==> config.mk <==
export PLATFORM = sky130hd
export DESIGN_NAME = ppp_queue
export DESIGN_NICKNAME = d
export VERILOG_FILES = /design/src/design/ppp_pkg.sv /design/src/design/ppp_queue.sv
export SDC_FILE = /design/constraint.sdc
export NUM_CORES = 1
export LEC_CHECK = 0
export BUFFER_PORTS_ARGS = -buffer_cell sky130_fd_sc_hd__buf_2
export CAP_MARGIN = 40
export CORE_MARGIN = 10
export CORE_UTILIZATION = 30
export CTS_BUF_LIST = sky130_fd_sc_hd__clkbuf_2
export DETAILED_ROUTE_END_ITERATION = 16
export PLACE_DENSITY = 0.59
export SETUP_SLACK_MARGIN = 0.05
export SLEW_MARGIN = 15
export SYNTH_ARGS = -nofsm -noshare
export SYNTH_HDL_FRONTEND = slang
export SYNTH_SLANG_ARGS = --single-unit
==> constraint.sdc <==
create_clock -name clk -period 5.6 [get_ports clk]
set_input_delay 0.56 -clock clk [delete_from_list [all_inputs] [get_ports clk]]
set_output_delay 0.56 -clock clk [all_outputs]
set_load 0.01 [all_outputs]
==> src/design/ppp_pkg.sv <==
// ----------------------------------------------------------------------------
// ppp_pkg - point projection shared definitions
// Widths, register codes, the configuration bundle and the words that pass
// between the front end, the queue and the back end.
// ----------------------------------------------------------------------------
package ppp_pkg;

    localparam int COORD_W   = 21;
    localparam int DIFF_W    = 22;
    localparam int AXIS_W    = 16;
    localparam int AXIS_FRAC = 14;
    localparam int PROD_W    = 38;
    localparam int DOT_W     = 40;
    localparam int PART_W    = 40;
    localparam int NUM_W     = 61;
    localparam int DEN_W     = 46;
    localparam int Q_W       = 13;
    localparam int PIXX_W    = 13;
    localparam int PIXY_W    = 12;
    localparam int DEPTH_W   = 20;
    localparam int FOCAL_W   = 16;
    localparam int PANEL_W   = 13;
    localparam int CFG_W     = 63;
    localparam int CFG_IDX_W = 3;

    localparam int DEF_COORD_FRAC_BITS  = 10;
    localparam int DEF_MAX_PANEL_PIXELS = 4096;

    localparam logic [FOCAL_W-1:0] FOCAL_RESET  = 16'd8868;
    localparam logic [PANEL_W-1:0] WIDTH_RESET  = 13'd640;
    localparam logic [PANEL_W-1:0] HEIGHT_RESET = 13'd480;

    typedef enum logic [CFG_IDX_W-1:0] {
        CFG_EYE    = 3'd0,
        CFG_FWD    = 3'd1,
        CFG_RIGHT  = 3'd2,
        CFG_UP     = 3'd3,
        CFG_FOCAL  = 3'd4,
        CFG_WIDTH  = 3'd5,
        CFG_HEIGHT = 3'd6,
        CFG_LEFT   = 3'd7
    } cfg_idx_t;

    typedef struct packed {
        logic [3*COORD_W-1:0] eye;
        logic [3*AXIS_W-1:0]  fwd;
        logic [3*AXIS_W-1:0]  right;
        logic [3*AXIS_W-1:0]  up;
        logic [FOCAL_W-1:0]   focal;
        logic [PANEL_W-1:0]   width;
        logic [PANEL_W-1:0]   height;
        logic [PANEL_W-1:0]   left;
    } cfg_t;

    typedef struct packed {
        logic                    near_ok;
        logic signed [DOT_W-1:0] cz;
        logic signed [DOT_W-1:0] xl;
        logic signed [DOT_W-1:0] yl;
    } front_word_t;

    typedef struct packed {
        logic               empty;
        logic               full;
        logic               push;
        logic               pop;
    } queue_ctl_t;

    function automatic logic signed [AXIS_W-1:0] axis_comp(
        input logic [3*AXIS_W-1:0] a,
        input int                  i
    );
        return $signed(a[AXIS_W*i +: AXIS_W]);
    endfunction

endpackage

==> src/design/ppp_queue.sv <==
// ----------------------------------------------------------------------------
// ppp_queue - short queue between front and back end
// Four-entry register queue holding camera-space words.
// ----------------------------------------------------------------------------
module ppp_queue (
    input  logic                  clk,
    input  logic                  rst_n,
    input  logic                  push,
    input  ppp_pkg::front_word_t  push_word,
    input  logic                  pop,
    output ppp_pkg::front_word_t  pop_word,
    output ppp_pkg::queue_ctl_t   ctl
);

    localparam int DEPTH = 4;
    localparam int PTR_W = $clog2(DEPTH);

    ppp_pkg::front_word_t   mem [DEPTH];
    logic [PTR_W-1:0]       wr_ptr_reg, rd_ptr_reg;
    logic [PTR_W:0]         count_reg, count_next;

    assign ctl.empty = (count_reg == '0);
    assign ctl.full  = (count_reg == (PTR_W+1)'(DEPTH));
    assign ctl.push  = push;
    assign ctl.pop   = pop;
    assign pop_word  = mem[rd_ptr_reg];

    always_comb
    begin
        count_next = count_reg;
        if (push && !pop)
            count_next = count_reg + 1'b1;
        else if (pop && !push)
            count_next = count_reg - 1'b1;
    end

    always_ff @(posedge clk or negedge rst_n)
    begin
        if (!rst_n)
        begin
            wr_ptr_reg <= '0;
            rd_ptr_reg <= '0;
            count_reg  <= '0;
        end
        else
        begin
            if (push)
                wr_ptr_reg <= wr_ptr_reg + 1'b1;
            if (pop)
                rd_ptr_reg <= rd_ptr_reg + 1'b1;
            count_reg <= count_next;
        end
    end

    always_ff @(posedge clk)
    begin
        if (push)
            mem[wr_ptr_reg] <= push_word;
    end

    a_count_bound: assert property (@(posedge clk) disable iff (!rst_n)
        count_reg <= (PTR_W+1)'(DEPTH))
        else $error("queue count beyond depth");

    a_push_grows: assert property (@(posedge clk) disable iff (!rst_n)
        (push && !pop) |=> (count_reg == $past(count_reg) + 1'b1))
        else $error("queue count lost a push");

    a_ptr_gap: assert property (@(posedge clk) disable iff (!rst_n)
        (wr_ptr_reg - rd_ptr_reg) == count_reg[PTR_W-1:0])
        else $error("queue pointers disagree with count");

endmodule

# --- Yosys cells after proc, flatten, opt, wreduce, memory -nomap -nowiden ---
# Memory sizes are Yosys's and may differ from the RTL's.
# Index checks and enable logic that the tools add are counted.
totals:
  word_cells: 19
  memories: 1
  output_inout_bits: 125
  input_bits: 125
  mem_bits_rw: 484
  ff_bits: 7
mem_list:
  columns: ["memory", "depth", "width", "rd", "rd_clocked_by_memory_dff", "write_ports", "line", "rtl"]
  rows:
  - ["mem", 4, 121, 1, 0, 1, "ppp_queue.sv:18", "ppp_pkg::front_word_t mem [DEPTH];"]
classes:
  eq_ne: 1
  mux: 4
  addsub: 4
  n_reduce_logical: 6
ops:
  columns: ["op", "count"]
  rows:
  - ["2-to-1 mux 3 bit", 2]
  - ["adder 2 x 1 -> 2 bit (second input constant)", 2]
  - ["adder 3 x 1 -> 3 bit (second input constant)", 1]
  - ["== test 3 bit (second input constant)", 1]
  - ["zero test 3 bit", 1]
  - ["subtractor 3 x 1 -> 3 bit (second input constant)", 1]
  - ["logical AND 1 bit", 2]
  - ["zero test 1 bit", 2]
  - ["2-to-1 mux 1 bit", 2]
  - ["nonzero test 2 bit", 1]

# --- Longest topological paths before layout ---
# Gate-level depths: netlist of run 1.
depth:
  depth_word: 4
  ltp_mapped: 7
  depth_no_buf: 7

# --- Worst setup path before layout of run 1 ---
# Ideal clock, no wire load.
synth_path:
  path_type: "register -> register"
  startpoint: "register wr_ptr_reg[0]"
  endpoint: "memory mem[2][0] (netlist name), enable pin"
  setup_ps: 494
  path_slack_ps: 1709
  synth_period_minus_slack_ps: 3891
  required_ps: 5106
  path_stages_with_launch: 4
  arrival_time_ps: 3396
  cell_sequence: "dfrtp_1 -> inv_1 -> ha_1 -> and2_1"
synth_lines:
  columns: ["item", "line", "rtl"]
  rows:
  - ["start: declaration", "ppp_queue.sv:19", "logic [PTR_W-1:0] wr_ptr_reg, rd_ptr_reg;"]
  - ["start signal: assignment", "ppp_queue.sv:48", "wr_ptr_reg <= wr_ptr_reg + 1'b1;"]
  - ["end: declaration", "ppp_queue.sv:18", null]
# No word-level cell before the write port.

==> impl_metrics.env, run 1 <==
export IMPL_worstPathMaxFanout=29
export IMPL_postCtsHoldBufs=245
export IMPL_fillers=5363
export IMPL_grt_pass1_wl_um=62400
export IMPL_wl_per_cell_um=18.8
export IMPL_largest_reg_flops=484
export IMPL_gp_congestion=0.668
export IMPL_die_height_um=264
export IMPL_timing_final_hold_violations=0
export IMPL_ctsResizeCount=0
export IMPL_startpoint_type="register"
export IMPL_drv_slew=0
export IMPL_grt_pass1_vias=10700
export IMPL_seq_power_share=0.459
export IMPL_die_area_um2=69700
export IMPL_synthCells=669
export IMPL_fmax_mhz=250
export IMPL_seq_area_um2=14700
export IMPL_syn2layout_area_growth_pct=33.2
export IMPL_synth_commonest_cells="484 x edfxtp_1, 121 x mux4_2, 14 x buf_2"
export IMPL_crit_chain="buf_16, buf_4, mux4_2, buf_2"
export IMPL_placed_cell_area_um2=20100
export IMPL_io_pins=250
export IMPL_clock_latency_ps=1170
export IMPL_p_total_mw=10.9
export IMPL_synth_nets=800
export IMPL_synth_distinct_cells=19
export IMPL_critPathArrivalTime_ps=3440
export IMPL_avgSynthCellArea_um2=26.7
export IMPL_maxCapViolCount=0
export IMPL_fin_util=0.403
export IMPL_clkPwrFrac=0.229
export IMPL_tightest_slew_ps=767
export IMPL_crit_slowest_cell="dfrtp_4"
export IMPL_initial_core_util=0.303
export IMPL_multi_input_area_um2=2940
export IMPL_netlist_area_um2=17900
export IMPL_end_kind="output pin"
export IMPL_max_clock_path_buffers=3
export IMPL_swShare=0.314
export IMPL_num_vias=9378
export IMPL_power_density_nw_per_um2=457
export IMPL_setup_violations=0
export IMPL_grt_overflow=0
export IMPL_drtPass1Iterations=5
export IMPL_ant_nets=0
export IMPL_final_nets=1414
export IMPL_cts_buffers=131
export IMPL_yosys_warnings=0
export IMPL_cts_sinks=491
export IMPL_clock_skew_ps=52.5
export IMPL_routed_wl_um=40400
export IMPL_synth_area_leaders="edfxtp_1 81%, mux4_2 15%, dfrtp_1 0.98%, buf_6 0.57%, buf_2 0.39%"
export IMPL_viasPerCell=4.36
export IMPL_final_cell_count_no_fill=2151
export IMPL_critical_path_buf_inv_count=3
export IMPL_max_stage_delay_ps=660
export IMPL_irDropWorstVdd_mv=0.260
export IMPL_placed_cells=1678
export IMPL_ys_seq_area_frac=0.824
export IMPL_drive_above_1_share=0.434
export IMPL_fin_setup_tns_ps=0
export IMPL_cp_top_family="buffers and inverters"
export IMPL_rsz0062_at_grt="false"
export IMPL_drc=0
export IMPL_ys_flop_type="edfxtp_1"
export IMPL_p_comb_frac=0.312
export IMPL_leakagePower_nw=8.45
export IMPL_async_reset_ff_frac=0.0143
export IMPL_synth_edf_count=484
export IMPL_final_area_um2=23800
export IMPL_cts_htree_levels=4
export IMPL_clk_pin_slew_ps=90
export IMPL_period_needed_ps=4000
export IMPL_die_w_um=264
export IMPL_port_buffers=249
export IMPL_core_area_um2=59000
export IMPL_status="completed"
export IMPL_intPower_mw=7.46
export IMPL_worstSetupPathType="register to output pin"
export IMPL_post_route_period_util=0.714
export IMPL_dr_first_iter_drc_count=513
export IMPL_hpwl_um=23400
export IMPL_yosysMostFrequentCell="edfxtp_1"
export IMPL_grt_start_max_net_pins=68
export IMPL_synth_largest_area_cell="edfxtp_1"
export IMPL_yosysTopAreaCellShare=0.814
export IMPL_track_usage=0.117
export IMPL_hold_path_class="input pin to register"
export IMPL_clockRootBuffer="clkbuf_2"
export IMPL_relSlewSlack=0.488
export IMPL_cts_tree="built"
export IMPL_switchingPower_mw=3.41
export IMPL_cp_required_ps=5040
export IMPL_yosys_register_bits=491
export IMPL_antenna_found_initial=6
export IMPL_rows=89
export IMPL_post_cts_buffers=0
==> metrics by stage <==
| stage | hold WS, ps | setup slack (ps) |
|---|---|---|
| after global routing | 101 | 1190 |
| final | 268 | 1600 |
| after CTS | 19.7 | 1200 |
| after global placement | 417 | 2440 |
| after floorplan | 264 | 1710 |
| after detailed placement | 422 | 2650 |
==> layout by cell type (no fill, tap or decap), drive strengths merged, types with 2 or more instances in the layout <==
cell and count:
diode 5, dfrtp 7, and2 4, bufinv 4, xor2 4, nand2 2
inv 7, xnor2 2, ha 5, clkinv 27, buf 266, edfxtp 484
dlygate4sd3 245, clkbuf 188, mux4 121
==> routing by layer <==
metal | GRT usage | wire length [um]
met1 | 0.133 | 16400
met2 | 0.193 | 20600
met3 | 0.0442 | 2540
met4 | 0.0547 | 809
met5 | 0 | 41
==> logic make-up after synthesis <==
kind of cell             synth area share
AND/OR/NAND/NOR                   0.00273
adder cells (fa/ha/maj)           0.00462
buffers and inverters              0.0125
multiplexers                        0.153
XOR/XNOR                          0.00294
flip-flops                          0.824
AO/OA/AOI/OAI                    0.000280
==> final timing paths <==
check,startpoint,end,slack [ps],depth (start not counted)
worst max-delay path,rd_ptr_reg[0],pop_word[103],1600,4
worst min-delay path,push_word[117],mem[3][117],270,2
worst max register to register,wr_ptr_reg[0],mem[0][77],3360,5
worst min register to register,count_reg[2],count_reg[2],500,1
max in group asynchronous,rst_n,rd_ptr_reg[0],4870,3
min in group asynchronous,rst_n,rd_ptr_reg[1],410,3
==> layout make-up <==
cell class / instances / share of cell area
Sequential cell: 491 / 0.619
Multi-Input combinational cell: 144 / 0.123
Timing Repair Buffer: 511 / 0.166
Antenna cell: 5 / 0.000526
Tap cell: 773 / 0.0407
Inverter: 4 / 0.000631
Clock buffer: 188 / 0.0396
Clock inverter: 35 / 0.0106
==> power by group through the flow <==
stage               combinational [mW]  clock (mW)  sequential (mW)
floorplan                         2.11           0             5.05
global placement                  3.17           0             5.20
detailed placement                3.38           0             5.09
CTS                               3.53        2.63             5.01
global route                      3.68        2.83             5.06
finish                            3.39        2.49             4.99
Note: power is estimated with default switching activity, not from simulation.
==> inputs of run 2 (changes only) <==
Settings changed: ABC_AREA set to 1, PLACE_DENSITY 0.59 to 0.6.
Clock period 5.6 ns to 3.55 ns, I/O delays scaled along.
==> run 2 against run 1 <==
  * Global-route usage grew 0.37 points
  * Critical path depth unchanged
  * Sequential cell count unchanged
  * Area after synthesis increased by 16%
  * Core utilization is 1.5 points lower
  * Die area rose by 15%
  * Routed wire length is 20% higher
  * Power rose by 84%
  * Synthesized cell count rose by 120%
  * Final cell count up 43%
  * Combinational power grew 130%
  * Via count increased by 40%
  * Largest power group unchanged
  * Highest routed layer unchanged
==> impl_metrics.env, run 2 <==
export IMPL_status="completed"
export IMPL_synth_commonest_cells="484 x edfxtp_1, 368 x nand2_1, 253 x inv_1"
export IMPL_drive_above_1_share=0.319
export IMPL_async_reset_ff_frac=0.0143
export IMPL_clock_skew_ps=90.5
export IMPL_io_pins=250
export IMPL_die_area_um2=80100
export IMPL_synth_edf_count=484
export IMPL_leakagePower_nw=10.9
export IMPL_maxCapViolCount=0
export IMPL_period_needed_ps=3160
export IMPL_final_common_cell="edfxtp_1"
export IMPL_startpoint_type="register"
export IMPL_drtPass1Iterations=5
export IMPL_dr_first_iter_drc_count=643
export IMPL_holdPathStages=4
export IMPL_routed_wl_um=48600
export IMPL_setup_violations=0
export IMPL_fillers=6496
export IMPL_track_usage=0.121
export IMPL_finalWorstSetupSlack_ps=387
export IMPL_end_kind="output pin"
export IMPL_cts_tree="built"
export IMPL_post_route_period_util=0.891
export IMPL_fin_setup_tns_ps=0
export IMPL_ant_nets=0
export IMPL_final_nets=2178
export IMPL_cp_required_ps=3190
export IMPL_die_height_um=283
export IMPL_hpwl_um=28200
export IMPL_antenna_found_initial=7
export IMPL_drc=0
export IMPL_initial_core_util=0.302
export IMPL_drv_slew=0
export IMPL_grt_start_max_net_pins=122
export IMPL_largest_reg_flops=484
export IMPL_yosys_register_bits=491
export IMPL_worstPathMaxFanout=121
export IMPL_cts_sinks=491
export IMPL_avgSynthCellArea_um2=14.2
export IMPL_cts_buffers=132
export IMPL_irDropWorstVdd_mv=0.620
export IMPL_place_ws_ps=1390
export IMPL_critPathArrivalTime_ps=2810
export IMPL_yosysTopAreaCellShare=0.701
export IMPL_synth_nets=1593
export IMPL_synth_area_leaders="edfxtp_1 70%, o211ai_2 10%, nand2_1 6.7%, inv_1 4.6%, o211ai_1 2.6%"
export IMPL_synth_largest_area_cell="edfxtp_1"
export IMPL_grt_pass1_wl_um=76600
export IMPL_gp_congestion=0.748
export IMPL_mostFrequentLayoutCells="484 x edfxtp_1, 368 x nand2_1, 249 x inv_1, 249 x dlygate4sd3_1, 249 x buf_2"
export IMPL_synthCells=1462
export IMPL_fin_util=0.388
export IMPL_worstSetupPathType="register to output pin"
export IMPL_synth_distinct_cells=22
export IMPL_num_vias=13200
export IMPL_max_clock_path_buffers=3
export IMPL_timing_final_hold_violations=0
export IMPL_tightest_slew_ps=812
export IMPL_netlist_area_um2=20700
export IMPL_clockRootBuffer="clkbuf_2"
export IMPL_core_area_um2=68600
export IMPL_cts_htree_levels=4
export IMPL_yosysMostFrequentCell="edfxtp_1"
export IMPL_viasPerCell=4.29
export IMPL_ys_flop_type="edfxtp_1"
export IMPL_die_w_um=283
export IMPL_clk_pin_slew_ps=100
export IMPL_ys_seq_area_frac=0.709
export IMPL_fmax_mhz=316
export IMPL_grt_pass1_vias=14200
export IMPL_ff2ff_path_depth=5
export IMPL_wl_per_cell_um=15.8
export IMPL_power_density_nw_per_um2=750
export IMPL_clock_latency_ps=1240
export IMPL_syn2layout_area_growth_pct=28.3
export IMPL_relSlewSlack=0.458
export IMPL_grt_overflow=0
export IMPL_rows=96
export IMPL_yosys_warnings=0
export IMPL_rsz0062_at_grt="false"
export IMPL_port_buffers=249
export IMPL_hold_path_class="input pin to register"
run 2: changes by cell type after synthesis, sizes merged, moves of 4 or more:
| cell | before | now |
|---|---|---|
| nand2 | 2 | 376 |
| inv | 4 | 254 |
| o211ai | 0 | 242 |
| mux4 | 121 | 0 |
| buf | 26 | 81 |
| and2 | 4 | 0 |
run 2: timing repair:
action                                 CTS  global route
endpoints found under the hold margin  879             0
setup buffers                            2             0
gates resized for setup                  1             1
setup endpoints to repair               28             5
hold buffers                           249             0
run 2: per-stage QoR:
| step | cell area (um2) | power, mW | hold WS, ps | instances |
|---|---|---|---|---|
| 2_1_floorplan | 20700 | 13.5 | 59.4 | 1462 |
| 3_3_place_gp | 22800 | 15.6 | 206 | 2592 |
| 3_5_place_dp | 22800 | 15.8 | 206 | 2593 |
| 4_1_cts | 26600 | 20.3 | 114 | 3067 |
| 5_1_grt | 26600 | 21.3 | 201 | 3071 |
| 6_report | 26600 | 20.0 | 342 | 3071 |
run 2: per-layer routing:
metal / wire [um] / up-vias / part of all wire / track usage
met2: 24800 / 324 / 0.51 / 0.209
li1: - / 6354 / - / -
met5: 13 / - / 0.00027 / 0
met3: 2720 / 104 / 0.056 / 0.0377
met4: 1210 / 2 / 0.025 / 0.0598
met1: 19800 / 6384 / 0.41 / 0.133
run 2: report_power, final:
group / total (mW) / switching (mW) / internal (mW)
Sequential: 7.88 / 0.311 / 7.57
Combinational: 7.87 / 5.05 / 2.82
Clock: 4.19 / 2.31 / 1.88
run 2: kinds of logic after synthesis:
logic type / after synthesis / synth area share
AO/OA/AOI/OAI: 243 / 0.129
buffers and inverters: 338 / 0.0864
AND/OR/NAND/NOR: 380 / 0.0700
XOR/XNOR: 4 / 0.00169
adder cells (fa/ha/maj): 6 / 0.00398
flip-flops: 491 / 0.709
run 2: critical path: stages, from the launching register on:
cell,delay [ps]
dfrtp_4,470
buf_16,550
o211ai_2,190
nand2_1,170
buf_2,150
run 2: cell type report:
type / count / area, um2 / area share
diodes: 4 / 10.0 / 0.000376
clock buffers: 193 / 966 / 0.0363
clock inverters: 30 / 290 / 0.0109
inverters: 254 / 981 / 0.0369
multi-input cells: 633 / 4240 / 0.159
flip-flops and latches: 491 / 14700 / 0.553
well taps: 931 / 1160 / 0.0438
repair buffers: 535 / 4240 / 0.159
run 2: final timing paths:
path	slack [ps]	from	end
max	390	rd_ptr_reg[1]	pop_word[30]
min	340	push	mem[2][104]
max reg2reg	1480	wr_ptr_reg[0]	mem[0][76]
min reg2reg	540	wr_ptr_reg[0]	wr_ptr_reg[0]
max in group asynchronous	2530	rst_n	rd_ptr_reg[0]
min in group asynchronous	610	rst_n	count_reg[1]
==> inputs of run 3 (changes only) <==
Settings changed: CORE_MARGIN 10 to not set, PLACE_DENSITY 0.6 to 0.59.
Clock period 3.55 ns to 3.4 ns, I/O delays scaled along.
==> run 3 against run 2 <==
  * Die area shrank 12%
  * Sequential power increased by 4.9%
  * Critical path depth stayed put
  * First-iteration DRC count is 1.6% lower
  * Core utilization grew 0.074 points
  * Final area about the same
  * Combinational power grew 4.2%
  * Clock power grew 3%
  * Worst setup slack improved by 0.88 ps
  * Highest routed layer unchanged
==> impl_metrics.env, run 3 (synthesis gave the netlist of run 2 again) <==
export IMPL_post_route_period_util=0.886
export IMPL_drtPass1Iterations=4
export IMPL_track_usage=0.134
export IMPL_largest_reg_flops=484
export IMPL_placed_cells=2542
export IMPL_cts_sinks=491
export IMPL_grt_overflow=0
export IMPL_fmax_mhz=332
export IMPL_io_pins=250
export IMPL_timing_final_hold_violations=0
export IMPL_cts_tree="built"
export IMPL_relSlewSlack=0.484
export IMPL_grt_pass1_vias=13700
export IMPL_rows=96
export IMPL_end_kind="output pin"
export IMPL_num_vias=13100
export IMPL_worstPathMaxFanout=60
export IMPL_worstSetupPathType="register to output pin"
export IMPL_drive_above_1_share=0.322
export IMPL_ant_nets=0
export IMPL_fin_setup_tns_ps=0
export IMPL_setup_violations=0
export IMPL_max_clock_path_buffers=3
export IMPL_gp_congestion=0.739
export IMPL_cts_buffers=136
export IMPL_drv_slew=0
export IMPL_status="completed"
export IMPL_mostFrequentLayoutCells="484 x edfxtp_1, 368 x nand2_1, 249 x inv_1, 249 x dlygate4sd3_1, 249 x buf_2"
export IMPL_final_cell_count_no_fill=3028
export IMPL_grt_start_max_net_pins=95
export IMPL_period_needed_ps=3010
export IMPL_die_w_um=265
export IMPL_leakagePower_nw=11.0
export IMPL_clock_skew_ps=132
export IMPL_final_nets=2182
export IMPL_antenna_found_initial=3
export IMPL_core_area_um2=68500
export IMPL_port_buffers=249
export IMPL_startpoint_type="register"
export IMPL_fin_util=0.389
export IMPL_hold_path_class="input pin to register"
export IMPL_grt_pass1_wl_um=72900
export IMPL_dr_first_iter_drc_count=633
export IMPL_tightest_slew_ps=775
export IMPL_syn2layout_area_growth_pct=28.3
export IMPL_die_area_um2=70200
export IMPL_cp_required_ps=3060
export IMPL_clockRootBuffer="clkbuf_2"
export IMPL_rsz0062_at_grt="true"
export IMPL_wl_per_cell_um=15.4
export IMPL_critPathArrivalTime_ps=2670
export IMPL_drc=0
export IMPL_final_common_cell="edfxtp_1"
export IMPL_viasPerCell=4.33
export IMPL_die_height_um=265
export IMPL_hpwl_um=25300
export IMPL_power_density_nw_per_um2=781
export IMPL_cts_htree_levels=4
export IMPL_clock_latency_ps=1240
export IMPL_initial_core_util=0.303
export IMPL_irDropWorstVdd_mv=0.542
export IMPL_maxCapViolCount=0
export IMPL_routed_wl_um=46800
export IMPL_clk_pin_slew_ps=110
-- run 3: final timing paths --
path,slack (ps),start,depth (start not counted),end
max,390,rd_ptr_reg[1],4,pop_word[87]
max in group asynchronous,2300,rst_n,4,rd_ptr_reg[0]
min,420,push_word[105],3,mem[0][105]
min in group asynchronous,660,rst_n,4,count_reg[1]
min reg2reg,520,count_reg[2],2,count_reg[2]
max reg2reg,1150,wr_ptr_reg[0],5,mem[0][32]
-- run 3: stage by stage --
step                      power (mW)  worst slack (ps)  hold WS (ps)  area (um2)
final                           20.8               387           421       26600
after global routing            22.2              32.3           226       26600
after CTS                       21.2              50.4           104       26600
after detailed placement        16.4              1180           198       22800
after global placement          16.2              1210           188       22800
after floorplan                 14.0               504          44.4       20800
-- run 3: worst max-delay path, stage by stage (launching register included) --
cell	delay (ps)
dfrtp_4	550
bufbuf_16	560
o211ai_1	180
nand2_1	100
buf_2	140
-- run 3: what timing repair did --
action	in CTS	in global routing
resized for setup	6	0
setup endpoints to repair	121	3
cloned	1	0
hold endpoints to repair	870	0
hold buffers	249	0
setup buffers	3	0
-- run 3: power by group --
part / internal (mW) / total [mW] / switching, mW
clock: 1.89 / 4.32 / 2.43
combinational: 3.03 / 8.20 / 5.17
sequential: 7.91 / 8.27 / 0.360
-- run 3: cell type report --
type	instances	area [um2]
fillers	6509	41900
flip-flops and latches	491	14700
repair buffers	535	4310
multi-input cells	633	4240
well taps	882	1100
clock buffers	204	1020
inverters	254	985
clock inverters	27	233
diodes	2	5.00
-- run 3: per-layer routing --
layer  global-route usage  wire [um]
met3               0.0429       2520
met4               0.0605       1080
met2                0.228      23500
met1                0.155      19600
met5                    0         34
